==> src/rtl/core/spic_pkg.sv <==
// Shared constants, sine table and stage payload types of the sine PWM core.
// No dependencies.
`default_nettype none
package spic_pkg;
  localparam int SINE_DEPTH = 200;
  localparam int SINE_IDX_W = $clog2(SINE_DEPTH);
  localparam logic [7:0] SUPPLY_LIMIT_RST = 8'd24;
  localparam logic [32:0] ANGLE_BIAS = 33'd2147818400;
  localparam logic [18:0] TWO_PI_Q16 = 19'd411775;
  localparam logic [18:0] HALF_PI_Q16 = 19'd102944;
  localparam logic [18:0] PI_Q16 = 19'd205888;
  localparam logic [18:0] THREE_HALF_PI_Q16 = 19'd308832;
  localparam logic [25:0] MOD_RECIP = 26'd42722812;
  localparam logic [22:0] INDEX_SCALE_Q16 = 23'd8302579;
  localparam logic signed [11:0] FOLD1 = 12'(2 * SINE_DEPTH - 2);
  localparam logic signed [11:0] FOLD2 = 12'(4 * SINE_DEPTH - 4);
  localparam logic [18:0] DIV625_RECIP = 19'd429497;
  localparam logic [16:0] SQRT3_HALF_Q16 = 17'd56756;
  localparam int DIV_BITS = 8;

  localparam logic [13:0] SINE_TBL [SINE_DEPTH] = '{
    14'd0, 14'd79, 14'd158, 14'd237, 14'd316, 14'd395, 14'd473, 14'd552, 14'd631, 14'd710,
    14'd789, 14'd867, 14'd946, 14'd1024, 14'd1103, 14'd1181, 14'd1260, 14'd1338, 14'd1416,
    14'd1494, 14'd1572, 14'd1650, 14'd1728, 14'd1806, 14'd1883, 14'd1961, 14'd2038, 14'd2115,
    14'd2192, 14'd2269, 14'd2346, 14'd2423, 14'd2499, 14'd2575, 14'd2652, 14'd2728, 14'd2804,
    14'd2879, 14'd2955, 14'd3030, 14'd3105, 14'd3180, 14'd3255, 14'd3329, 14'd3404, 14'd3478,
    14'd3552, 14'd3625, 14'd3699, 14'd3772, 14'd3845, 14'd3918, 14'd3990, 14'd4063, 14'd4135,
    14'd4206, 14'd4278, 14'd4349, 14'd4420, 14'd4491, 14'd4561, 14'd4631, 14'd4701, 14'd4770,
    14'd4840, 14'd4909, 14'd4977, 14'd5046, 14'd5113, 14'd5181, 14'd5249, 14'd5316, 14'd5382,
    14'd5449, 14'd5515, 14'd5580, 14'd5646, 14'd5711, 14'd5775, 14'd5839, 14'd5903, 14'd5967,
    14'd6030, 14'd6093, 14'd6155, 14'd6217, 14'd6279, 14'd6340, 14'd6401, 14'd6461, 14'd6521,
    14'd6581, 14'd6640, 14'd6699, 14'd6758, 14'd6815, 14'd6873, 14'd6930, 14'd6987, 14'd7043,
    14'd7099, 14'd7154, 14'd7209, 14'd7264, 14'd7318, 14'd7371, 14'd7424, 14'd7477, 14'd7529,
    14'd7581, 14'd7632, 14'd7683, 14'd7733, 14'd7783, 14'd7832, 14'd7881, 14'd7930, 14'd7977,
    14'd8025, 14'd8072, 14'd8118, 14'd8164, 14'd8209, 14'd8254, 14'd8298, 14'd8342, 14'd8385,
    14'd8428, 14'd8470, 14'd8512, 14'd8553, 14'd8594, 14'd8634, 14'd8673, 14'd8712, 14'd8751,
    14'd8789, 14'd8826, 14'd8863, 14'd8899, 14'd8935, 14'd8970, 14'd9005, 14'd9039, 14'd9072,
    14'd9105, 14'd9138, 14'd9169, 14'd9201, 14'd9231, 14'd9261, 14'd9291, 14'd9320, 14'd9348,
    14'd9376, 14'd9403, 14'd9429, 14'd9455, 14'd9481, 14'd9506, 14'd9530, 14'd9554, 14'd9577,
    14'd9599, 14'd9621, 14'd9642, 14'd9663, 14'd9683, 14'd9702, 14'd9721, 14'd9739, 14'd9757,
    14'd9774, 14'd9790, 14'd9806, 14'd9821, 14'd9836, 14'd9850, 14'd9863, 14'd9876, 14'd9888,
    14'd9899, 14'd9910, 14'd9920, 14'd9930, 14'd9939, 14'd9947, 14'd9955, 14'd9962, 14'd9969,
    14'd9975, 14'd9980, 14'd9985, 14'd9989, 14'd9992, 14'd9995, 14'd9997, 14'd9999, 14'd10000,
    14'd10000
  };

  typedef struct packed {
    logic signed [14:0] sin_v;
    logic signed [14:0] cos_v;
    logic signed [15:0] volt_q;
    logic signed [15:0] volt_d;
  } trig_t;

  typedef struct packed {
    logic [23:0] ph_a;
    logic [23:0] ph_b;
    logic [23:0] ph_c;
  } phase_t;
endpackage
`default_nettype wire

==> src/rtl/core/spic_park.sv <==
// Inverse Park to whole volts, inverse Clarke around the center and clamp, five stages.
// Depends on spic_pkg.
`default_nettype none
module spic_park (
  input  wire logic       clk,
  input  wire logic       rst_n,
  input  wire logic [7:0] lim,
  input  wire logic       in_valid,
  output logic            in_ready,
  input  spic_pkg::trig_t in_trig,
  output logic            out_valid,
  input  wire logic       out_ready,
  output spic_pkg::phase_t out_phase
);
  import spic_pkg::*;

  localparam int NST = 5;

  function automatic logic [23:0] clamp_ph(input logic signed [27:0] u,
                                           input logic [23:0] top);
    logic [23:0] r;
    if (u < 0) r = '0;
    else if (u > signed'({4'b0000, top})) r = top;
    else r = u[23:0];
    return r;
  endfunction

  logic [NST-1:0] vld_r;
  logic [NST:0]   en;

  logic signed [30:0] pcd_r, psq_r, psd_r, pcq_r;
  logic [17:0] xa_r, xb_r;
  logic        na_r, nb_r;
  logic signed [9:0] alpha2_r, beta2_r, alpha3_r;
  logic signed [27:0] bprod_r;
  phase_t ph_r;

  logic signed [31:0] num_a, num_b;
  logic [31:0] abs_a, abs_b;
  logic [36:0] qa_p, qb_p;
  logic signed [9:0] alpha_nxt, beta_nxt;
  logic signed [27:0] a28, cen, ua, ub, uc;
  logic [23:0] top;

  always_comb begin
    en[NST] = out_ready;
    for (int i = NST - 1; i >= 0; i--) en[i] = !vld_r[i] || en[i+1];
  end
  assign in_ready = en[0];
  assign out_valid = vld_r[NST-1];

  always_ff @(posedge clk) begin
    if (!rst_n) begin
      vld_r <= '0;
    end else begin
      if (en[0]) vld_r[0] <= in_valid;
      for (int i = 1; i < NST; i++) if (en[i]) vld_r[i] <= vld_r[i-1];
    end
  end

  always_comb begin
    num_a = 32'(pcd_r) - 32'(psq_r);
    num_b = 32'(psd_r) + 32'(pcq_r);
    abs_a = num_a[31] ? 32'(-num_a) : 32'(num_a);
    abs_b = num_b[31] ? 32'(-num_b) : 32'(num_b);
    qa_p = 37'(xa_r) * 37'(DIV625_RECIP);
    qb_p = 37'(xb_r) * 37'(DIV625_RECIP);
    alpha_nxt = na_r ? -signed'({1'b0, qa_p[36:28]}) : signed'({1'b0, qa_p[36:28]});
    beta_nxt  = nb_r ? -signed'({1'b0, qb_p[36:28]}) : signed'({1'b0, qb_p[36:28]});
    a28 = 28'(alpha3_r);
    cen = signed'({5'b00000, lim[7:1], 16'h0000});
    top = {lim, 16'h0000};
    ua = (a28 <<< 16) + cen;
    ub = -(a28 <<< 15) + bprod_r + cen;
    uc = -(a28 <<< 15) - bprod_r + cen;
  end

  always_ff @(posedge clk) begin
    if (en[0]) begin
      pcd_r <= 31'(in_trig.cos_v) * 31'(in_trig.volt_d);
      psq_r <= 31'(in_trig.sin_v) * 31'(in_trig.volt_q);
      psd_r <= 31'(in_trig.sin_v) * 31'(in_trig.volt_d);
      pcq_r <= 31'(in_trig.cos_v) * 31'(in_trig.volt_q);
    end
    if (en[1]) begin
      xa_r <= abs_a[29:12];
      xb_r <= abs_b[29:12];
      na_r <= num_a[31];
      nb_r <= num_b[31];
    end
    if (en[2]) begin
      alpha2_r <= alpha_nxt;
      beta2_r  <= beta_nxt;
    end
    if (en[3]) begin
      alpha3_r <= alpha2_r;
      bprod_r  <= 28'(beta2_r) * 28'(signed'({1'b0, SQRT3_HALF_Q16}));
    end
    if (en[4]) begin
      ph_r.ph_a <= clamp_ph(ua, top);
      ph_r.ph_b <= clamp_ph(ub, top);
      ph_r.ph_c <= clamp_ph(uc, top);
    end
  end

  assign out_phase = ph_r;
endmodule
`default_nettype wire

==> config.mk <==
export PLATFORM = sky130hd
export DESIGN_NAME = spic_park
export DESIGN_NICKNAME = d
export VERILOG_FILES = /design/src/rtl/core/spic_pkg.sv /design/src/rtl/core/spic_park.sv
export SDC_FILE = /design/constraint.sdc
export NUM_CORES = 2
export LEC_CHECK = 0
export ABC_AREA = 1
export BUFFER_PORTS_ARGS = -buffer_cell sky130_fd_sc_hd__buf_4
export CORE_ASPECT_RATIO = 0.7
export CORE_UTILIZATION = 61
export CTS_BUF_LIST = sky130_fd_sc_hd__clkbuf_4 sky130_fd_sc_hd__clkbuf_8
export CTS_CLUSTER_DIAMETER = 60
export CTS_CLUSTER_SIZE = 16
export DETAILED_ROUTE_END_ITERATION = 8
export PLACE_DENSITY_LB_ADDON = 0.05
export SLEW_MARGIN = 15
export SYNTH_ARGS = -nofsm -noshare
export SYNTH_HDL_FRONTEND = slang
export SYNTH_SLANG_ARGS = --single-unit
==> constraint.sdc <==
create_clock -name clk -period 5.93 [get_ports clk]
set_input_delay 0 -clock clk [delete_from_list [all_inputs] [get_ports clk]]
set_output_delay 0 -clock clk [all_outputs]
set_load 0.01 [all_outputs]
==> summary.txt <==
STA
  • # setup viols final: 0
  • Rel. slew slack: approximately a fifth
  • Fin. max-slew vios: 0
  • Final min period: between 5000 and 6000 ps
  • Clock skew: around 37 ps
  • Worst hold margin: a little over 100 ps
  • Final hold viol count: 0
  • Highest clock rate: ~0.17 GHz
  • PnR worst setup slack: between 150 and 200 ps
  • Final period util: 96.8%
  • Worst Max-Slew Pin Slew: between 1000 and 1500 ps
  • RSZ-0062 raised after global routing: yes

Die
  • Initial Util: a little over 60%
  • Row count: around 100
  • Die ar.: 118000 sq um
  • Ports: roughly 150
  • DIE WIDTH: between 400 and 500 um
  • Die height: approximately 290 um
  • Core Area: 115000 sq um

Critical path
  • Slowest library cell on the worst path: fa_1
  • CP Buf/Inv Count: 7
  • Worst Path Max Fanout: 12
  • Worst EP required: about 6300 ps
  • CP cell instances: dlygate4sd3_1 > buf_4 > buf_4 > buf_4 > nand2_1 > fa_1 > inv_1 > fa_1 > fa_1 > fa_1 > inv_1 > fa_1 > inv_1 > fa_1 > ha_2 > a21oi_1 > o21ai_1 > a21boi_0 > o21bai_1 > a21oi_1 > xnor2_1
  • Endpoint class of the critical path: flop
  • Crit start category: input pin
  • CP delay by family, top: adder cells
  • Most frequent CP cell: fa_1
  • Crit path DAT: between 6000 and 7000 ps
  • CP max stage delay: approximately 580 ps
  • Setup CP Type: input pin to flop

Yosys
  • Asr flop ratio synth: 0%
  • Gate Count Post-Synth: ~9000
  • Synth top cells by count: inv_1 (2472), nand2_1 (2059), fa_1 (1262)
  • Synth cell types: 57
  • Top cell type's share of synthesized area: roughly 35%
  • Post-synthesis sequential area ratio: 11.5%
  • Mean Syn Cell Area: around 8 sq um
  • Mapped cell area: around 70000 sq um
  • Leading area contributor after synthesis: fa_1
  • Post-synth EDFFs: about 270
  • FF+latch count, synth: around 270
  • Synth warn: 0
  • Most frequent cell after synthesis: inv_1
  • Primary FF master, synth: edfxtp_1
  • Ranking of synthesized cells by area: fa_1 (35%), ha_1 (15%), inv_1 (13%), edfxtp_1 (11%), nand2_1 (11%)

Routing
  • Iter 0 DRT Violations: 4600
  • Top Layer Used: met5
  • WL/cell: 18.3 um
  • Via count: approximately 56000
  • Residual DRC count: 28
  • Routed vias/inst: 5.30
  • Pre-Repair DR Iteration Count: 9
  • Final WL: about 190 mm
  • Routed length on met2: between 70 and 80 mm
  • Met3 WL post-DR: 22.3 mm
  • Met1 wire length: ~89 mm
  • Antenna Nets Post-Route: 0

GRT
  • Vias in the first global route: approximately 57000
  • Initial antenna violation count: 14
  • Largest net degree at the start of global routing: 90
  • Tot GR Track Use: between 30% and 40%
  • First-pass GRT wire length: about 310 mm
  • GR Overflow Total: 0

Clock network
  • Root Buffer: clkbuf_8
  • Clock tree buffer depth: 3
  • CTS tree: built
  • Maximum level of the CTS H-tree: 2
  • Clock sinks: between 200 and 300
  • Reg clk slew, reported paths: around 100 ps
  • Clock latency on the worst-skew pair: 690 ps
  • Total CTS buffers: 34

Place
  • Pre-CTS setup slack: -22.6 ps
  • Post-DP HPWL: approximately 170 mm
  • GPL Wtd Cong: between 0.9 and 1
  • Placement Cell Area: around 75000 sq um
  • Input/output buffers: 127

Hold path
  • HP Class: input pin to flop

Status
  • Violated checks: DRC
  • Status: finished with violations

Finish
  • Finished Cell Area: 76600 sq um
  • Layout area overhead: 7.51%
  • Final nets: 11200
  • Util after Layout: 66.4%
  • Share of cells above drive strength 1: 6.50%

Job
  • Number of max-cap violations: 0
==> path summary, 6_finish.rpt <==
kind                          from                     to  slack (ps)  depth (start not counted)
max                    in_trig[47]    psq_r[22]$_DFFE_PP_         190                         21
min                    in_trig[17]     psq_r[1]$_DFFE_PP_         100                          4
max reg2reg     xb_r[16]$_DFFE_PP_   beta2_r[8]$_DFFE_PP_         210                         28
min reg2reg  alpha2_r[8]$_DFFE_PP_  alpha3_r[8]$_DFFE_PP_         430                          0
==> area by class of cell <==
cell class	instances	area [sq um]
well taps	1537	1920
diodes	6	15.0
fillers	9972	38800
repair buffers	358	2820
flip-flops and latches	274	8180
inverters	2499	9380
clock buffers	39	505
clock inverters	23	275
multi-input cells	5838	53500
==> metrics by stage <==
step,instances,TNS (ps)
floorplan,8829,0
global route,10600,-241
detailed placement,10400,-22.6
global placement,10400,0
finish,10600,0
CTS,10500,0
==> worst min-delay path: cells and delay by family <==
family / cells / cell delay, ps
adder cells (fa/ha/maj): 1 / 180
buffers and inverters: 2 / 350
AND/OR/NAND/NOR: 1 / 90
==> metal layers <==
metal | GRT usage [%] | vias up
li1 | - | 26400
met1 | 50.4 | 27300
met2 | 49.0 | 2142
met3 | 10.7 | 201
met4 | 6.01 | 6
met5 | 0 | -
==> flip-flops by register name (all words and copies together) (netlist names), 10 cells and up <==
| name | flops |
|---|---|
| pcd_r | 31 |
| out_phase | 52 |
| alpha2_r | 10 |
| psd_r | 31 |
| alpha3_r | 10 |
| pcq_r | 31 |
| beta2_r | 10 |
| xa_r | 18 |
| psq_r | 31 |
| xb_r | 18 |
| bprod_r | 25 |
==> cells by family after synthesis <==
group	Yosys count	share of synthesized area (%)
AND/OR/NAND/NOR	2952	16.7
buffers and inverters	2717	14.5
flip-flops	274	11.5
AO/OA/AOI/OAI	520	4.08
XOR/XNOR	253	3.23
other	1	0.00526
adder cells (fa/ha/maj)	2093	50.0
==> repair_timing <==
item / in CTS / in global routing
buffers inserted: 0 / 45
hold buffers: 17 / 0
endpoints found under the hold margin: 33 / 0
gates resized for setup: 0 / 151
endpoints found under the setup margin: 0 / 43
==> placed cells by master, fill, tap and decap left out, drive strengths merged, types with 16 or more instances in the layout <==
cell,count
o21ai,141
nor2,452
and2,16
dlygate4sd3,17
o21bai,23
conb,20
a21oi,257
nand3,233
ha,831
clkbuf,39
nand4,97
a31oi,18
inv,2503
nor4,20
a21o,29
xnor2,91
edfxtp,269
nor3,45
fa,1262
buf,341
xor2,162
nand2,2063
Power is not shown: default switching activity piles up to over one toggle a cycle in this logic, so the estimate is an artifact.
