File: config.mk
export PLATFORM = sky130hd
export DESIGN_NAME = spic_trig
export DESIGN_NICKNAME = d
export VERILOG_FILES = /design/src/rtl/core/spic_pkg.sv /design/src/rtl/core/spic_trig.sv
export SDC_FILE = /design/constraint.sdc
export NUM_CORES = 2
export LEC_CHECK = 0
export BUFFER_PORTS_ARGS = -buffer_cell sky130_fd_sc_hd__clkbuf_2
export CAP_MARGIN = 30
export CORE_UTILIZATION = 50
export CTS_CLUSTER_DIAMETER = 50
export DETAILED_ROUTE_END_ITERATION = 6
export PLACE_DENSITY = 0.69
export SKIP_CTS_REPAIR_TIMING = 1
export SLEW_MARGIN = 20
export SYNTH_ARGS = -nofsm -noshare
export SYNTH_HDL_FRONTEND = slang
export SYNTH_SLANG_ARGS = --single-unit
File: constraint.sdc
create_clock -name clk -period 9.93 [get_ports clk]
set_clock_uncertainty 0.15 [all_clocks]
set_input_delay 1.4895 -clock clk [delete_from_list [all_inputs] [get_ports clk]]
set_output_delay 1.4895 -clock clk [all_outputs]
set_load 0.01 [all_outputs]
File: src/rtl/core/spic_pkg.sv
// Shared constants, sine table and stage payload types of the sine PWM core.
// No dependencies.
`default_nettype none
package spic_pkg;
  localparam int SINE_DEPTH = 200;
  localparam int SINE_IDX_W = $clog2(SINE_DEPTH);
  localparam logic [7:0] SUPPLY_LIMIT_RST = 8'd24;
  localparam logic [32:0] ANGLE_BIAS = 33'd2147818400;
  localparam logic [18:0] TWO_PI_Q16 = 19'd411775;
  localparam logic [18:0] HALF_PI_Q16 = 19'd102944;
  localparam logic [18:0] PI_Q16 = 19'd205888;
  localparam logic [18:0] THREE_HALF_PI_Q16 = 19'd308832;
  localparam logic [25:0] MOD_RECIP = 26'd42722812;
  localparam logic [22:0] INDEX_SCALE_Q16 = 23'd8302579;
  localparam logic signed [11:0] FOLD1 = 12'(2 * SINE_DEPTH - 2);
  localparam logic signed [11:0] FOLD2 = 12'(4 * SINE_DEPTH - 4);
  localparam logic [18:0] DIV625_RECIP = 19'd429497;
  localparam logic [16:0] SQRT3_HALF_Q16 = 17'd56756;
  localparam int DIV_BITS = 8;

  localparam logic [13:0] SINE_TBL [SINE_DEPTH] = '{
    14'd0, 14'd79, 14'd158, 14'd237, 14'd316, 14'd395, 14'd473, 14'd552, 14'd631, 14'd710,
    14'd789, 14'd867, 14'd946, 14'd1024, 14'd1103, 14'd1181, 14'd1260, 14'd1338, 14'd1416,
    14'd1494, 14'd1572, 14'd1650, 14'd1728, 14'd1806, 14'd1883, 14'd1961, 14'd2038, 14'd2115,
    14'd2192, 14'd2269, 14'd2346, 14'd2423, 14'd2499, 14'd2575, 14'd2652, 14'd2728, 14'd2804,
    14'd2879, 14'd2955, 14'd3030, 14'd3105, 14'd3180, 14'd3255, 14'd3329, 14'd3404, 14'd3478,
    14'd3552, 14'd3625, 14'd3699, 14'd3772, 14'd3845, 14'd3918, 14'd3990, 14'd4063, 14'd4135,
    14'd4206, 14'd4278, 14'd4349, 14'd4420, 14'd4491, 14'd4561, 14'd4631, 14'd4701, 14'd4770,
    14'd4840, 14'd4909, 14'd4977, 14'd5046, 14'd5113, 14'd5181, 14'd5249, 14'd5316, 14'd5382,
    14'd5449, 14'd5515, 14'd5580, 14'd5646, 14'd5711, 14'd5775, 14'd5839, 14'd5903, 14'd5967,
    14'd6030, 14'd6093, 14'd6155, 14'd6217, 14'd6279, 14'd6340, 14'd6401, 14'd6461, 14'd6521,
    14'd6581, 14'd6640, 14'd6699, 14'd6758, 14'd6815, 14'd6873, 14'd6930, 14'd6987, 14'd7043,
    14'd7099, 14'd7154, 14'd7209, 14'd7264, 14'd7318, 14'd7371, 14'd7424, 14'd7477, 14'd7529,
    14'd7581, 14'd7632, 14'd7683, 14'd7733, 14'd7783, 14'd7832, 14'd7881, 14'd7930, 14'd7977,
    14'd8025, 14'd8072, 14'd8118, 14'd8164, 14'd8209, 14'd8254, 14'd8298, 14'd8342, 14'd8385,
    14'd8428, 14'd8470, 14'd8512, 14'd8553, 14'd8594, 14'd8634, 14'd8673, 14'd8712, 14'd8751,
    14'd8789, 14'd8826, 14'd8863, 14'd8899, 14'd8935, 14'd8970, 14'd9005, 14'd9039, 14'd9072,
    14'd9105, 14'd9138, 14'd9169, 14'd9201, 14'd9231, 14'd9261, 14'd9291, 14'd9320, 14'd9348,
    14'd9376, 14'd9403, 14'd9429, 14'd9455, 14'd9481, 14'd9506, 14'd9530, 14'd9554, 14'd9577,
    14'd9599, 14'd9621, 14'd9642, 14'd9663, 14'd9683, 14'd9702, 14'd9721, 14'd9739, 14'd9757,
    14'd9774, 14'd9790, 14'd9806, 14'd9821, 14'd9836, 14'd9850, 14'd9863, 14'd9876, 14'd9888,
    14'd9899, 14'd9910, 14'd9920, 14'd9930, 14'd9939, 14'd9947, 14'd9955, 14'd9962, 14'd9969,
    14'd9975, 14'd9980, 14'd9985, 14'd9989, 14'd9992, 14'd9995, 14'd9997, 14'd9999, 14'd10000,
    14'd10000
  };

  typedef struct packed {
    logic signed [14:0] sin_v;
    logic signed [14:0] cos_v;
    logic signed [15:0] volt_q;
    logic signed [15:0] volt_d;
  } trig_t;

  typedef struct packed {
    logic [23:0] ph_a;
    logic [23:0] ph_b;
    logic [23:0] ph_c;
  } phase_t;
endpackage
`default_nettype wire

File: src/rtl/core/spic_trig.sv
// Angle reduction, table index and quarter-wave sine/cosine lookup, five stages.
// Depends on spic_pkg.
`default_nettype none
module spic_trig (
  input  wire logic               clk,
  input  wire logic               rst_n,
  input  wire logic               in_valid,
  output logic                    in_ready,
  input  wire logic signed [15:0] in_volt_q,
  input  wire logic signed [15:0] in_volt_d,
  input  wire logic signed [31:0] in_elec_angle,
  output logic                    out_valid,
  input  wire logic               out_ready,
  output spic_pkg::trig_t         out_trig
);
  import spic_pkg::*;

  localparam int NST = 5;
  localparam logic [1:0] QUAD_I = 2'd0;
  localparam logic [1:0] QUAD_II = 2'd1;
  localparam logic [1:0] QUAD_III = 2'd2;
  localparam logic [1:0] QUAD_IV = 2'd3;

  function automatic logic [1:0] quad_of(input logic [18:0] a);
    logic [1:0] q;
    if (a < HALF_PI_Q16) q = QUAD_I;
    else if (a < PI_Q16) q = QUAD_II;
    else if (a < THREE_HALF_PI_Q16) q = QUAD_III;
    else q = QUAD_IV;
    return q;
  endfunction

  function automatic logic signed [14:0] fold_lookup(input logic [9:0] idx,
                                                    input logic [1:0] quad);
    logic signed [11:0] i;
    logic signed [11:0] f;
    logic [SINE_IDX_W-1:0] k;
    logic signed [14:0] mag;
    i = signed'({2'b00, idx});
    case (quad)
      QUAD_I:   f = i;
      QUAD_II:  f = FOLD1 - i;
      QUAD_III: f = i - FOLD1;
      default:  f = FOLD2 - i;
    endcase
    if (f < 0) k = '0;
    else if (f > signed'(12'(SINE_DEPTH - 1))) k = SINE_IDX_W'(SINE_DEPTH - 1);
    else k = f[SINE_IDX_W-1:0];
    mag = signed'({1'b0, SINE_TBL[k]});
    return quad[1] ? -mag : mag;
  endfunction

  logic [NST-1:0] vld_r;
  logic [NST:0]   en;

  logic [15:0] vq_r [NST];
  logic [15:0] vd_r [NST];

  logic [32:0] u_r;
  logic [46:0] p_r;
  logic [19:0] r_r;
  logic [18:0] a_r, b_r;
  logic [9:0]  idx_s_r, idx_c_r;
  logic [1:0]  quad_s_r, quad_c_r;
  logic signed [14:0] sin_r, cos_r;

  logic [32:0] u_nxt;
  logic [46:0] p_nxt;
  logic [32:0] diff;
  logic [18:0] a_nxt;
  logic [19:0] b_sum;
  logic [18:0] b_nxt;
  logic [41:0] pa, pb;

  always_comb begin
    en[NST] = out_ready;
    for (int i = NST - 1; i >= 0; i--) en[i] = !vld_r[i] || en[i+1];
  end
  assign in_ready = en[0];
  assign out_valid = vld_r[NST-1];

  always_ff @(posedge clk) begin
    if (!rst_n) begin
      vld_r <= '0;
    end else begin
      if (en[0]) vld_r[0] <= in_valid;
      for (int i = 1; i < NST; i++) if (en[i]) vld_r[i] <= vld_r[i-1];
    end
  end

  always_comb begin
    u_nxt = {in_elec_angle[31], in_elec_angle} + ANGLE_BIAS;
    p_nxt = 47'(u_nxt[32:12]) * 47'(MOD_RECIP);
    diff  = u_r - 33'(p_r[45:32]) * 33'(TWO_PI_Q16);
    a_nxt = (r_r >= 20'(TWO_PI_Q16)) ? 19'(r_r - 20'(TWO_PI_Q16)) : r_r[18:0];
    b_sum = 20'(a_nxt) + 20'(HALF_PI_Q16);
    b_nxt = (b_sum >= 20'(TWO_PI_Q16)) ? 19'(b_sum - 20'(TWO_PI_Q16)) : b_sum[18:0];
    pa = 42'(a_r) * 42'(INDEX_SCALE_Q16) + 42'h0_8000_0000;
    pb = 42'(b_r) * 42'(INDEX_SCALE_Q16) + 42'h0_8000_0000;
  end

  always_ff @(posedge clk) begin
    if (en[0]) begin
      u_r <= u_nxt;
      p_r <= p_nxt;
      vq_r[0] <= in_volt_q;
      vd_r[0] <= in_volt_d;
    end
    if (en[1]) r_r <= diff[19:0];
    if (en[2]) begin
      a_r <= a_nxt;
      b_r <= b_nxt;
    end
    if (en[3]) begin
      idx_s_r  <= pa[41:32];
      idx_c_r  <= pb[41:32];
      quad_s_r <= quad_of(a_r);
      quad_c_r <= quad_of(b_r);
    end
    if (en[4]) begin
      sin_r <= fold_lookup(idx_s_r, quad_s_r);
      cos_r <= fold_lookup(idx_c_r, quad_c_r);
    end
    for (int i = 1; i < NST; i++) begin
      if (en[i]) begin
        vq_r[i] <= vq_r[i-1];
        vd_r[i] <= vd_r[i-1];
      end
    end
  end

  assign out_trig.sin_v  = sin_r;
  assign out_trig.cos_v  = cos_r;
  assign out_trig.volt_q = signed'(vq_r[NST-1]);
  assign out_trig.volt_d = signed'(vd_r[NST-1]);
endmodule
`default_nettype wire

==> impl_metrics.env <==
export IMPL_die_h_um=314.5
export IMPL_ys_seq_elements=311
export IMPL_cts_htree_levels=2
export IMPL_synth_edf_count=306
export IMPL_synth_top_area_share_pct=26.89
export IMPL_synthTopCellsByArea="fa_1, ha_1, edfxtp_1"
export IMPL_async_flop_share_pct=0
export IMPL_worstPathRequired_ps=10130
export IMPL_slew_headroom_pct=23.56
export IMPL_wl_per_cell_um=22.78
export IMPL_area_growth_pct=10.39
export IMPL_drc=19
export IMPL_dp_slack_ps=-935.7
export IMPL_nNetsFinal=6606
export IMPL_avgSynthCellArea_um2=10.00
export IMPL_synth_flop_cell="edfxtp_1"
export IMPL_cp_max_fo=4
export IMPL_clock_latency_ps=600
export IMPL_detail_route_antenna_nets=0
export IMPL_port_buffers=131
export IMPL_netlist_area_mm2=0.04884
export IMPL_cpPeakStageDelay_ps=570
export IMPL_track_usage_pct=30.00
export IMPL_cp_arrival_ps=9810
export IMPL_end_kind="register"
export IMPL_grt_antenna_before_repair=0
export IMPL_dr_pass1_iters=7
export IMPL_finalSetupViolCount=0
export IMPL_post_route_period_util_pct=96.84
export IMPL_initialDrtViolationCount=3498
export IMPL_synth_area_leader_cell="fa_1"
export IMPL_synth_warnings=0
export IMPL_netlist_instances=4882
export IMPL_outcome="finished, violations left"
export IMPL_gp_congestion=1.026
export IMPL_syn_nets=6362
export IMPL_clockBufferDepth=3
export IMPL_totalWireLength_um=146700
export IMPL_critPathKind="in -> reg"
export IMPL_cts_sinks=311
export IMPL_grt_pass1_vias=39030
export IMPL_crit_path_frequent_cell="buf_4"
export IMPL_maxCapViolCount=0
export IMPL_clk_pin_slew_ps=60
export IMPL_grt_overflow=0
export IMPL_slowest_stage="fa_2"
export IMPL_ys_seq_area_share_pct=19.02
export IMPL_max_slew_worst_pin_slew_ps=1118
export IMPL_std_cell_rows=114
export IMPL_final_hold_viol_count=0
export IMPL_yosys_top_cells_count="inv_1, ha_1, fa_1"
export IMPL_die_area_mm2=0.09894
export IMPL_boundaryPins=132
export IMPL_synth_most_common_cell="inv_1"
export IMPL_start_util_pct=50.50
export IMPL_cp_start_kind="primary input"
export IMPL_core_area_mm2=0.09671
export IMPL_grt_pass1_wl_um=228000
export IMPL_clock_root_buffer="clkbuf_16"
export IMPL_violations="DRC"
export IMPL_drive_gt1_share_pct=10.87
export IMPL_cts_tree="built"
export IMPL_postLayoutSetupSlackWorst_ps=313.4
export IMPL_yosysUniqueCellTypes=105
export IMPL_via_count=37730
export IMPL_die_w_um=314.5
export IMPL_min_path_type="reg -> reg"
export IMPL_via_per_inst=5.858
export IMPL_grt_max_degree=69
export IMPL_max_freq_mhz=104.0
export IMPL_period_needed_ps=9617
export IMPL_place_hpwl_um=117400
export IMPL_numCtsBuffers=45
export IMPL_drv_slew=0
[layer usage]
| layer | vias up | track usage [%] | share of wire (%) |
|---|---|---|---|
| met2 | 1613 | 48.82 | 46 |
| met1 | 18600 | 39.80 | 42 |
| met5 | - | 0 | 0 |
| met3 | 446 | 5.119 | 7.2 |
| met4 | 0 | 11.89 | 4.7 |
| li1 | 17070 | - | - |
[state kept, by name (all words and copies together), names as in the netlist, 10 cells and up]
signal / cells
b_r: 19
p_r: 14
vq_r: 80
vd_r: 80
sin_r: 15
idx_s_r: 10
idx_c_r: 10
u_r: 20
cos_r: 15
r_r: 20
a_r: 19
[per-stage QoR]
| stage | setup TNS [ps] | area (µm²) | util [%] | cells | hold WS (ps) |
|---|---|---|---|---|---|
| 2_1_floorplan | 0 | 48870 | - | 4882 | 250.3 |
| 3_3_place_gp | -5693 | 52050 | 53.82 | 6345 | 250.5 |
| 3_5_place_dp | -6362 | 52070 | 53.85 | 6349 | 254.5 |
| 4_1_cts | -1122 | 53700 | 55.53 | 6432 | 266.7 |
| 5_1_grt | -256.9 | 53910 | 55.75 | 6438 | 269.6 |
| 6_report | 0 | 53920 | 55.75 | 6440 | 263.5 |
[final timing paths]
path,to,start,slack [ps],cells past startpoint
setup reg to reg,cos_r[10]$_DFFE_PP_,quad_c_r[1]$_SDFFCE_PP0P_,1450,22
hold / removal,vd_r[0][28]$_DFFE_PP_,vd_r[0][12]$_DFFE_PP_,260,0
setup / recovery,p_r[45]$_DFFE_PP_,in_elec_angle[5],310,40
hold reg to reg,vd_r[0][28]$_DFFE_PP_,vd_r[0][12]$_DFFE_PP_,260,0
[logic make-up (layout without fill, tap and decap cells)]
kind of cell | count (synthesis) | after routing | synth area share [%]
mux | 18 | 18 | 0.3945
fa+ha+maj | 1414 | 1414 | 46.30
buf+inv | 1187 | 1467 | 9.568
simple gates | 856 | 856 | 8.490
flops | 311 | 311 | 19.02
other cells | 0 | 2 | 0
xor+xnor | 174 | 174 | 3.120
compound gates | 922 | 922 | 13.11
[cell type report]
class	instances	area, µm²
timing repair buffer	367	2424
inverter	1017	3819
multi-input combinational	3384	35160
clock inverter	36	481.7
sequential	311	9289
fill	8448	42790
tap	1276	1597
antenna	2	5.005
clock buffer	47	1144
[cells in the final DEF, fill, tap and decap left out, types with 29 or more instances in the layout]
cell type / Yosys / final
a211oi_1: 49 / 48
a21o_1: 45 / 45
a21oi_1: 200 / 196
a31oi_1: 50 / 49
buf_4: 34 / 230
clkbuf_16: 0 / 45
clkbuf_2: 0 / 132
edfxtp_1: 306 / 306
fa_1: 656 / 650
ha_1: 756 / 754
inv_1: 1012 / 1007
nand2_1: 225 / 222
nand3_1: 82 / 78
nand4_1: 41 / 41
nor2_1: 230 / 224
nor3_1: 88 / 83
o211ai_1: 43 / 43
o21ai_0: 166 / 162
o31ai_1: 34 / 32
or3_1: 29 / 29
xnor2_1: 129 / 125
xor2_1: 45 / 44
[worst max-delay path: cells and delay by family]
| kind | cells | cell delay, ps |
|---|---|---|
| buffers and inverters | 10 | 1210 |
| XOR/XNOR | 2 | 310 |
| adder cells (fa/ha/maj) | 9 | 3580 |
| AND/OR/NAND/NOR | 7 | 870 |
| AO/OA/AOI/OAI | 12 | 2330 |
Power is not shown: default switching activity piles up to over one toggle a cycle in this logic, so the estimate is an artifact.
