$ cat config.mk
export PLATFORM = sky130hd
export DESIGN_NAME = spic_duty
export DESIGN_NICKNAME = d
export VERILOG_FILES = /design/src/rtl/core/spic_pkg.sv /design/src/rtl/core/spic_duty.sv
export SDC_FILE = /design/constraint.sdc
export NUM_CORES = 1
export LEC_CHECK = 0
export ABC_AREA = 0
export BUFFER_PORTS_ARGS = -buffer_cell sky130_fd_sc_hd__buf_2
export CAP_MARGIN = 20
export CORE_MARGIN = 2
export CORE_UTILIZATION = 60
export CTS_CLUSTER_SIZE = 12
export DETAILED_ROUTE_END_ITERATION = 12
export PLACE_DENSITY_LB_ADDON = 0.3
export SLEW_MARGIN = 10
export SYNTH_ARGS = -nofsm -noshare
export SYNTH_HDL_FRONTEND = slang
export SYNTH_SLANG_ARGS = --single-unit
$ cat constraint.sdc
create_clock -name clk -period 13.5 [get_ports clk]
set_clock_uncertainty 0.05 [all_clocks]
set_input_delay 4.05 -clock clk [delete_from_list [all_inputs] [get_ports clk]]
set_output_delay 4.05 -clock clk [all_outputs]
set_load 0.05 [all_outputs]
$ cat src/rtl/core/spic_pkg.sv
// Shared constants, sine table and stage payload types of the sine PWM core.
// No dependencies.
`default_nettype none
package spic_pkg;
  localparam int SINE_DEPTH = 200;
  localparam int SINE_IDX_W = $clog2(SINE_DEPTH);
  localparam logic [7:0] SUPPLY_LIMIT_RST = 8'd24;
  localparam logic [32:0] ANGLE_BIAS = 33'd2147818400;
  localparam logic [18:0] TWO_PI_Q16 = 19'd411775;
  localparam logic [18:0] HALF_PI_Q16 = 19'd102944;
  localparam logic [18:0] PI_Q16 = 19'd205888;
  localparam logic [18:0] THREE_HALF_PI_Q16 = 19'd308832;
  localparam logic [25:0] MOD_RECIP = 26'd42722812;
  localparam logic [22:0] INDEX_SCALE_Q16 = 23'd8302579;
  localparam logic signed [11:0] FOLD1 = 12'(2 * SINE_DEPTH - 2);
  localparam logic signed [11:0] FOLD2 = 12'(4 * SINE_DEPTH - 4);
  localparam logic [18:0] DIV625_RECIP = 19'd429497;
  localparam logic [16:0] SQRT3_HALF_Q16 = 17'd56756;
  localparam int DIV_BITS = 8;

  localparam logic [13:0] SINE_TBL [SINE_DEPTH] = '{
    14'd0, 14'd79, 14'd158, 14'd237, 14'd316, 14'd395, 14'd473, 14'd552, 14'd631, 14'd710,
    14'd789, 14'd867, 14'd946, 14'd1024, 14'd1103, 14'd1181, 14'd1260, 14'd1338, 14'd1416,
    14'd1494, 14'd1572, 14'd1650, 14'd1728, 14'd1806, 14'd1883, 14'd1961, 14'd2038, 14'd2115,
    14'd2192, 14'd2269, 14'd2346, 14'd2423, 14'd2499, 14'd2575, 14'd2652, 14'd2728, 14'd2804,
    14'd2879, 14'd2955, 14'd3030, 14'd3105, 14'd3180, 14'd3255, 14'd3329, 14'd3404, 14'd3478,
    14'd3552, 14'd3625, 14'd3699, 14'd3772, 14'd3845, 14'd3918, 14'd3990, 14'd4063, 14'd4135,
    14'd4206, 14'd4278, 14'd4349, 14'd4420, 14'd4491, 14'd4561, 14'd4631, 14'd4701, 14'd4770,
    14'd4840, 14'd4909, 14'd4977, 14'd5046, 14'd5113, 14'd5181, 14'd5249, 14'd5316, 14'd5382,
    14'd5449, 14'd5515, 14'd5580, 14'd5646, 14'd5711, 14'd5775, 14'd5839, 14'd5903, 14'd5967,
    14'd6030, 14'd6093, 14'd6155, 14'd6217, 14'd6279, 14'd6340, 14'd6401, 14'd6461, 14'd6521,
    14'd6581, 14'd6640, 14'd6699, 14'd6758, 14'd6815, 14'd6873, 14'd6930, 14'd6987, 14'd7043,
    14'd7099, 14'd7154, 14'd7209, 14'd7264, 14'd7318, 14'd7371, 14'd7424, 14'd7477, 14'd7529,
    14'd7581, 14'd7632, 14'd7683, 14'd7733, 14'd7783, 14'd7832, 14'd7881, 14'd7930, 14'd7977,
    14'd8025, 14'd8072, 14'd8118, 14'd8164, 14'd8209, 14'd8254, 14'd8298, 14'd8342, 14'd8385,
    14'd8428, 14'd8470, 14'd8512, 14'd8553, 14'd8594, 14'd8634, 14'd8673, 14'd8712, 14'd8751,
    14'd8789, 14'd8826, 14'd8863, 14'd8899, 14'd8935, 14'd8970, 14'd9005, 14'd9039, 14'd9072,
    14'd9105, 14'd9138, 14'd9169, 14'd9201, 14'd9231, 14'd9261, 14'd9291, 14'd9320, 14'd9348,
    14'd9376, 14'd9403, 14'd9429, 14'd9455, 14'd9481, 14'd9506, 14'd9530, 14'd9554, 14'd9577,
    14'd9599, 14'd9621, 14'd9642, 14'd9663, 14'd9683, 14'd9702, 14'd9721, 14'd9739, 14'd9757,
    14'd9774, 14'd9790, 14'd9806, 14'd9821, 14'd9836, 14'd9850, 14'd9863, 14'd9876, 14'd9888,
    14'd9899, 14'd9910, 14'd9920, 14'd9930, 14'd9939, 14'd9947, 14'd9955, 14'd9962, 14'd9969,
    14'd9975, 14'd9980, 14'd9985, 14'd9989, 14'd9992, 14'd9995, 14'd9997, 14'd9999, 14'd10000,
    14'd10000
  };

  typedef struct packed {
    logic signed [14:0] sin_v;
    logic signed [14:0] cos_v;
    logic signed [15:0] volt_q;
    logic signed [15:0] volt_d;
  } trig_t;

  typedef struct packed {
    logic [23:0] ph_a;
    logic [23:0] ph_b;
    logic [23:0] ph_c;
  } phase_t;
endpackage
`default_nettype wire

$ cat src/rtl/core/spic_duty.sv
// Duty scaling: phase times 255 over the limit, by a one-bit-per-stage divider.
// Depends on spic_pkg.
`default_nettype none
module spic_duty (
  input  wire logic        clk,
  input  wire logic        rst_n,
  input  wire logic [7:0]  lim,
  input  wire logic        in_valid,
  output logic             in_ready,
  input  spic_pkg::phase_t in_phase,
  output logic             out_valid,
  input  wire logic        out_ready,
  output logic [7:0]       out_duty_a,
  output logic [7:0]       out_duty_b,
  output logic [7:0]       out_duty_c
);
  import spic_pkg::*;

  localparam int NST = DIV_BITS + 1;

  logic [NST-1:0] vld_r;
  logic [NST:0]   en;

  logic [15:0] rem_r [NST][3];
  logic [7:0]  quo_r [NST][3];
  logic [15:0] rem_nxt [NST][3];
  logic [7:0]  quo_nxt [NST][3];
  logic [23:0] ph [3];
  logic [31:0] scaled [3];
  logic [15:0] trial;

  always_comb begin
    en[NST] = out_ready;
    for (int i = NST - 1; i >= 0; i--) en[i] = !vld_r[i] || en[i+1];
  end
  assign in_ready = en[0];
  assign out_valid = vld_r[NST-1];

  always_ff @(posedge clk) begin
    if (!rst_n) begin
      vld_r <= '0;
    end else begin
      if (en[0]) vld_r[0] <= in_valid;
      for (int i = 1; i < NST; i++) if (en[i]) vld_r[i] <= vld_r[i-1];
    end
  end

  always_comb begin
    ph[0] = in_phase.ph_a;
    ph[1] = in_phase.ph_b;
    ph[2] = in_phase.ph_c;
    trial = '0;
    for (int l = 0; l < 3; l++) begin
      scaled[l] = {ph[l], 8'h00} - {8'h00, ph[l]};
      rem_nxt[0][l] = scaled[l][31:16];
      quo_nxt[0][l] = '0;
    end
    for (int j = 1; j < NST; j++) begin
      trial = 16'({8'h00, lim} << (DIV_BITS - j));
      for (int l = 0; l < 3; l++) begin
        if (rem_r[j-1][l] >= trial) begin
          rem_nxt[j][l] = rem_r[j-1][l] - trial;
          quo_nxt[j][l] = quo_r[j-1][l] | 8'(1 << (DIV_BITS - j));
        end else begin
          rem_nxt[j][l] = rem_r[j-1][l];
          quo_nxt[j][l] = quo_r[j-1][l];
        end
      end
    end
  end

  always_ff @(posedge clk) begin
    for (int j = 0; j < NST; j++) begin
      if (en[j]) begin
        rem_r[j] <= rem_nxt[j];
        quo_r[j] <= quo_nxt[j];
      end
    end
  end

  assign out_duty_a = (lim == 8'd0) ? 8'd0 : quo_r[NST-1][0];
  assign out_duty_b = (lim == 8'd0) ? 8'd0 : quo_r[NST-1][1];
  assign out_duty_c = (lim == 8'd0) ? 8'd0 : quo_r[NST-1][2];
endmodule
`default_nettype wire

==> reports/metrics.yaml, run 1 <==
status: "completed"
cts.clk_slew.worst_paths_ns: 0.06
use_met3: 0.02966
fill_cells: 3574
dominantRegCellSynth: "edfxtp_1"
io_pins: 110
ant_nets: 0
clockBufferDepth: 3
p_per_area_nw_per_um2: 203.0
clkLatencyLatePin_ns: 0.59
initial_utilization: 0.6060
end_kind: "output pin"
max_freq_ghz: 0.09627
p_int_mw: 4.364
rows: 81
use_met1: 0.2937
critical-path-slowest-cell: "nor2_1"
ys_seq_area_frac: 0.5062
antenna_cells: 0
p_sw_mw: 2.216
wl_per_cell_microns: 17.13
crit_arrival_ns: 6.29
regArea_sq_um: 14950
drt-initial-drc-count: 1768
synth_nets: 2968
track_usage: 0.2324
drv_cap: 0
grt_max_degree: 70
synth_edf_count: 492
io_buffers: 109
critPathMaxStageDelay_ns: 0.35
drc: 0
grt_overflow: 0
cts_root_buffer: "clkbuf_16"
critical_path_class: "input pin to output pin"
setup-tns-final_ns: 0
min_period_ns: 10.39
wirelength_microns: 59270
multi_input_area_sq_um: 13810
clock_sinks: 501
cts_hold_buffers: 0
relSlewSlack: 0.3296
final_max_slew_viol_count: 0
vias: 20538
yosysWarnings: 0
ir_drop_mv: 0.1041
worst_pin_slew_ns: 1.002
syn_area_sq_um: 29540
leakagePower_nw: 13.01
gp_congestion: 0.9111
setup_violations: 0
layout_commonest_cell: "edfxtp_1"
required_ns: 9.40
cp_max_fo: 56
grt_pass1_wl_microns: 95730
hold_viol: 0
ys_types: 79
p_seq_frac: 0.430
busiest_layer: "met2"
post-route-util: 0.6649
rsz0062_at_grt: "no"
ys_ff_latch: 501
synthesis.instances: 2623
numCtsBuffers: 51
async_reset_ff_frac: 0
hold_class: "register to register"
grt_pass1_vias: 19910
dr.pass1.iters: 6
grt_antenna_before_repair: 0
cts_setup_buffers: 0
swShare: 0.3368
cp_num_buf_inv: 3
floorplan.die_area_sq_um: 51030
coreArea_sq_um: 48750
p_clk_frac: 0.194
whs_ns: 0.3545
nNetsFinal: 3115
pwr-share-comb: 0.376
globalRouteMet2Util: 0.4069
die-height_microns: 225.9
critical_path.top_delay_family: "simple AND/OR/NAND/NOR gates"
ctsResizeCount: 0
dpl.hpwl_microns: 42360
path_cells: "buf_2 -> nor2b_1 -> and3_1 -> and3_1 -> nand3_2 -> buf_4 -> nor2_1 -> nand2_2 -> buf_2"
most-common-layout-cells: "edfxtp_1, ha_1, nand2_1"
area_growth_pct: 9.716
syn_area_per_cell_sq_um: 11.26
viasPerCell: 5.934
die_width_microns: 225.9
startpoint_type: "input pin"
min_period_over_period: 0.7694
cts_tree: "yes"
cts_htree_levels: 2
final_layout_size_suffix_gt1_frac: 0.09689
cells by family after synthesis:
group,count (synthesis),synth area share
mux,65,0.02363
flops,501,0.5062
buf+inv,202,0.02690
simple gates,770,0.1369
fa+ha+maj,261,0.1159
xor+xnor,176,0.05218
compound gates,648,0.1383
cell type report:
class,count,area share
multi-input combinational,1920,0.4260
tap,664,0.02563
timing repair buffer,132,0.02216
clock buffer,64,0.04219
inverter,164,0.01899
clock inverter,16,0.003629
sequential,501,0.4614
stage by stage:
| stage | cell area (sq um) | std cells | total power, mW | worst slack (ns) |
|---|---|---|---|---|
| after detailed placement | 30910 | 3379 | 5.268 | 3.057 |
| after CTS | 32400 | 3459 | 6.569 | 3.047 |
| after global placement | 30900 | 3378 | 5.108 | 3.112 |
| after global routing | 32410 | 3461 | 7.017 | 2.880 |
| after floorplan | 29540 | 2623 | 4.697 | 1.568 |
| final | 32410 | 3461 | 6.580 | 3.113 |
worst paths after layout:
path                                     from            end  slack (ns)  cells past startpoint
worst max register to register  rem_r[0][242]  rem_r[0][303]       10.22                     10
worst max-delay path                out_ready       in_ready        3.11                      9
worst min register to register   quo_r[0][93]  quo_r[0][117]        0.35                      0
worst min-delay path             quo_r[0][93]  quo_r[0][117]        0.35                      0
power groups by stage:
stage / sequential (mW) / clock [mW] / combinational (mW)
4_1_cts: 2.82 / 1.30 / 2.45
3_5_place_dp: 2.84 / 0 / 2.42
3_3_place_gp: 2.82 / 0 / 2.29
6_report: 2.83 / 1.28 / 2.47
2_1_floorplan: 2.73 / 0 / 1.97
5_1_grt: 2.89 / 1.36 / 2.77
per-layer routing:
| metal | part of all wire | vias up |
|---|---|---|
| met1 | 0.43 | 9684 |
| met5 | 0 | - |
| met3 | 0.050 | 110 |
| met2 | 0.49 | 603 |
| met4 | 0.031 | 0 |
| li1 | - | 10141 |
cell usage after synthesis, types with 21 or more instances:
master	n	area, sq um
mux2i_1	27	270.3
nand3_1	43	215.2
nand2b_1	45	281.5
xnor2_1	85	744.5
or4_1	27	202.7
inv_1	164	615.6
edfxtp_1	492	14770
nor2b_1	68	425.4
mux2_2	38	427.9
nor4_1	46	287.8
and2_1	35	219.0
a211oi_1	31	232.7
clkbuf_1	24	90.09
nand2_1	209	784.5
ha_1	240	3003
o31ai_1	22	165.2
a21o_1	82	615.6
fa_1	21	420.4
nor2_1	136	510.5
o21ai_0	204	1021
o21a_1	28	210.2
nor3_1	44	220.2
xor2_1	91	797.0
a21oi_1	143	715.7
state kept, by name (all words and copies together) (netlist names):
signal / cells
rem_r: 384
vld_r: 9
quo_r: 108
No activity file was read; power rests on OpenSTA's default activity.
==> run 2, diff against run 1 <==
==> constraint.sdc (replaced) <==
create_clock -name clk -period 10.55 [get_ports clk]
set_clock_uncertainty 0.05 [all_clocks]
set_input_delay 3.165 -clock clk [delete_from_list [all_inputs] [get_ports clk]]
set_output_delay 3.165 -clock clk [all_outputs]
set_load 0.05 [all_outputs]
==> reports/metrics.yaml, run 2 (synthesis gave the netlist of run 1 again) <==
largest_register_ffs: 384  # unchanged
clkLatencyLatePin_ns: 0.60  # was 0.59 ns
grt_pass1_wl_microns: 94740  # was 95730 microns
final_max_slew_viol_count: 0  # unchanged
antenna_cells: 0  # unchanged
initial_utilization: 0.6060  # unchanged
rows: 81  # unchanged
io_buffers: 109  # unchanged
clock_sinks: 501  # unchanged
startpoint_type: "input pin"  # unchanged
reg2reg_from: "rem_r[0][242]"  # unchanged
floorplan.die_area_sq_um: 51030  # unchanged
leakagePower_nw: 13.05  # was 13.01 nW
required_ns: 7.34  # was 9.40 ns
end_kind: "output pin"  # unchanged
drv_cap: 0  # unchanged
cts_root_buffer: "clkbuf_16"  # unchanged
numCtsBuffers: 52  # was 51
rsz0062_at_grt: "no"  # unchanged
min_period_ns: 8.311
hold_class: "register to register"  # unchanged
r2r_end: "rem_r[0][303]"  # unchanged
dpl.hpwl_microns: 42470  # was 42360 microns
gp_congestion: 0.8991  # was 0.9111
layout_commonest_cell: "edfxtp_1"  # unchanged
io_pins: 110  # unchanged
p_per_area_nw_per_um2: 260.2  # was 203.0 nW/um^2
wl_per_cell_microns: 16.77  # was 17.13 microns
worstHoldStart: "quo_r[0][167]"  # was quo_r[0][93]
fin_area_sq_um: 32490  # was 32410 sq um
cts_hold_buffers: 0  # unchanged
setup_violations: 0  # unchanged
final_layout_size_suffix_gt1_frac: 0.09907  # was 0.09689
whs_ns: 0.3513  # was 0.3545 ns
max_freq_ghz: 0.1203
vias: 20331  # was 20538
regMostFlops: "rem_r"  # unchanged
relSlewSlack: 0.3181  # was 0.3296
dr.pass1.iters: 7  # was 6
worstRegToRegCells: 10  # unchanged
setup-tns-final_ns: 0  # unchanged
wirelength_microns: 58190  # was 59270 microns
clockBufferDepth: 3  # unchanged
cts_tree: "yes"  # unchanged
worst_pin_slew_ns: 1.021  # was 1.002 ns
placed_cell_area_sq_um: 30900  # was 30910 sq um
status: "completed"  # unchanged
grt_pass1_vias: 19722  # was 19910
nNetsFinal: 3114  # was 3115
min_period_over_period: 0.7878
cp_max_fo: 5  # was 56
area_growth_pct: 9.996  # was 9.716%
viasPerCell: 5.859  # was 5.934
ir_drop_mv: 0.1344  # was 0.1041 mV
critical_path_class: "input pin to output pin"  # unchanged
cts.clk_slew.worst_paths_ns: 0.05  # was 0.06 ns
r2r_slack_ns: 7.31  # was 10.22 ns
crit_arrival_ns: 5.10  # was 6.29 ns
ctsResizeCount: 0  # unchanged
grt_antenna_before_repair: 0  # unchanged
die_width_microns: 225.9  # unchanged
ant_nets: 0  # unchanged
hold_end: "quo_r[0][191]"  # was quo_r[0][117]
drt-initial-drc-count: 1688  # was 1768
cts_setup_buffers: 0  # unchanged
hold_viol: 0  # unchanged
coreArea_sq_um: 48750  # unchanged
largestRegisters: "rem_r (384), quo_r (108), vld_r (9)"  # unchanged
die-height_microns: 225.9  # unchanged
grt_overflow: 0  # unchanged
most-common-layout-cells: "edfxtp_1, ha_1, nand2_1"  # unchanged
cts_htree_levels: 2  # unchanged
grt_max_degree: 70  # unchanged
drc: 0  # unchanged
holdPathStages: 0  # unchanged
track_usage: 0.2299  # was 0.2324
[run 2: routing by layer]
layer  share of wire  wire length [microns]  vias up  GRT usage
li1                -                      -    10149          -
met1            0.44                  25630     9508     0.2928
met2            0.49                  28330      548     0.4040
met3           0.045                   2635      126    0.03344
met4           0.027                   1595        0    0.07413
met5               0                      0        -          0
[run 2: how the worst max path moves through the flow]
stage	end	slack, ns	depth (start not counted)	start
after detailed placement	in_ready	2.21	8	out_ready
after floorplan	in_ready	0.39	6	out_ready
after CTS	in_ready	2.20	8	out_ready
final	in_ready	2.24	8	out_ready
after global placement	in_ready	2.26	8	out_ready
after global routing	in_ready	2.03	8	out_ready
[run 2: layout make-up]
class | instances | area [sq um]
Sequential cell | 501 | 14950
Tap cell | 664 | 830.8
Multi-Input combinational cell | 1920 | 13810
Inverter | 164 | 615.6
Clock buffer | 71 | 1434
Clock inverter | 20 | 145.1
Fill cell | 3518 | 16250
Timing Repair Buffer | 130 | 703.2
[run 2: critical path, cell delays in order]
cell,delay [ns]
buf_2,0.10
nor2b_1,0.29
and3_1,0.32
and3_1,0.32
nand3_2,0.18
nor2_1,0.31
nand2_2,0.16
buf_2,0.24
[run 2: power breakdown]
part	leakage [nW]	internal, mW	switching (mW)
logic	7.14	1.43	1.71
registers	5.13	3.20	0.416
clock network	0.775	0.991	0.705
total	13.0	5.62	2.83
[run 2: per-stage QoR]
stage	instances	setup slack (ns)	utilization	total power, mW
after global routing	3470	2.031	0.6666	9.024
after floorplan	2623	0.3883	-	6.010
after global placement	3378	2.261	0.6339	6.542
after detailed placement	3378	2.210	0.6339	6.734
after CTS	3469	2.200	0.6663	8.450
final	3470	2.239	0.6666	8.454
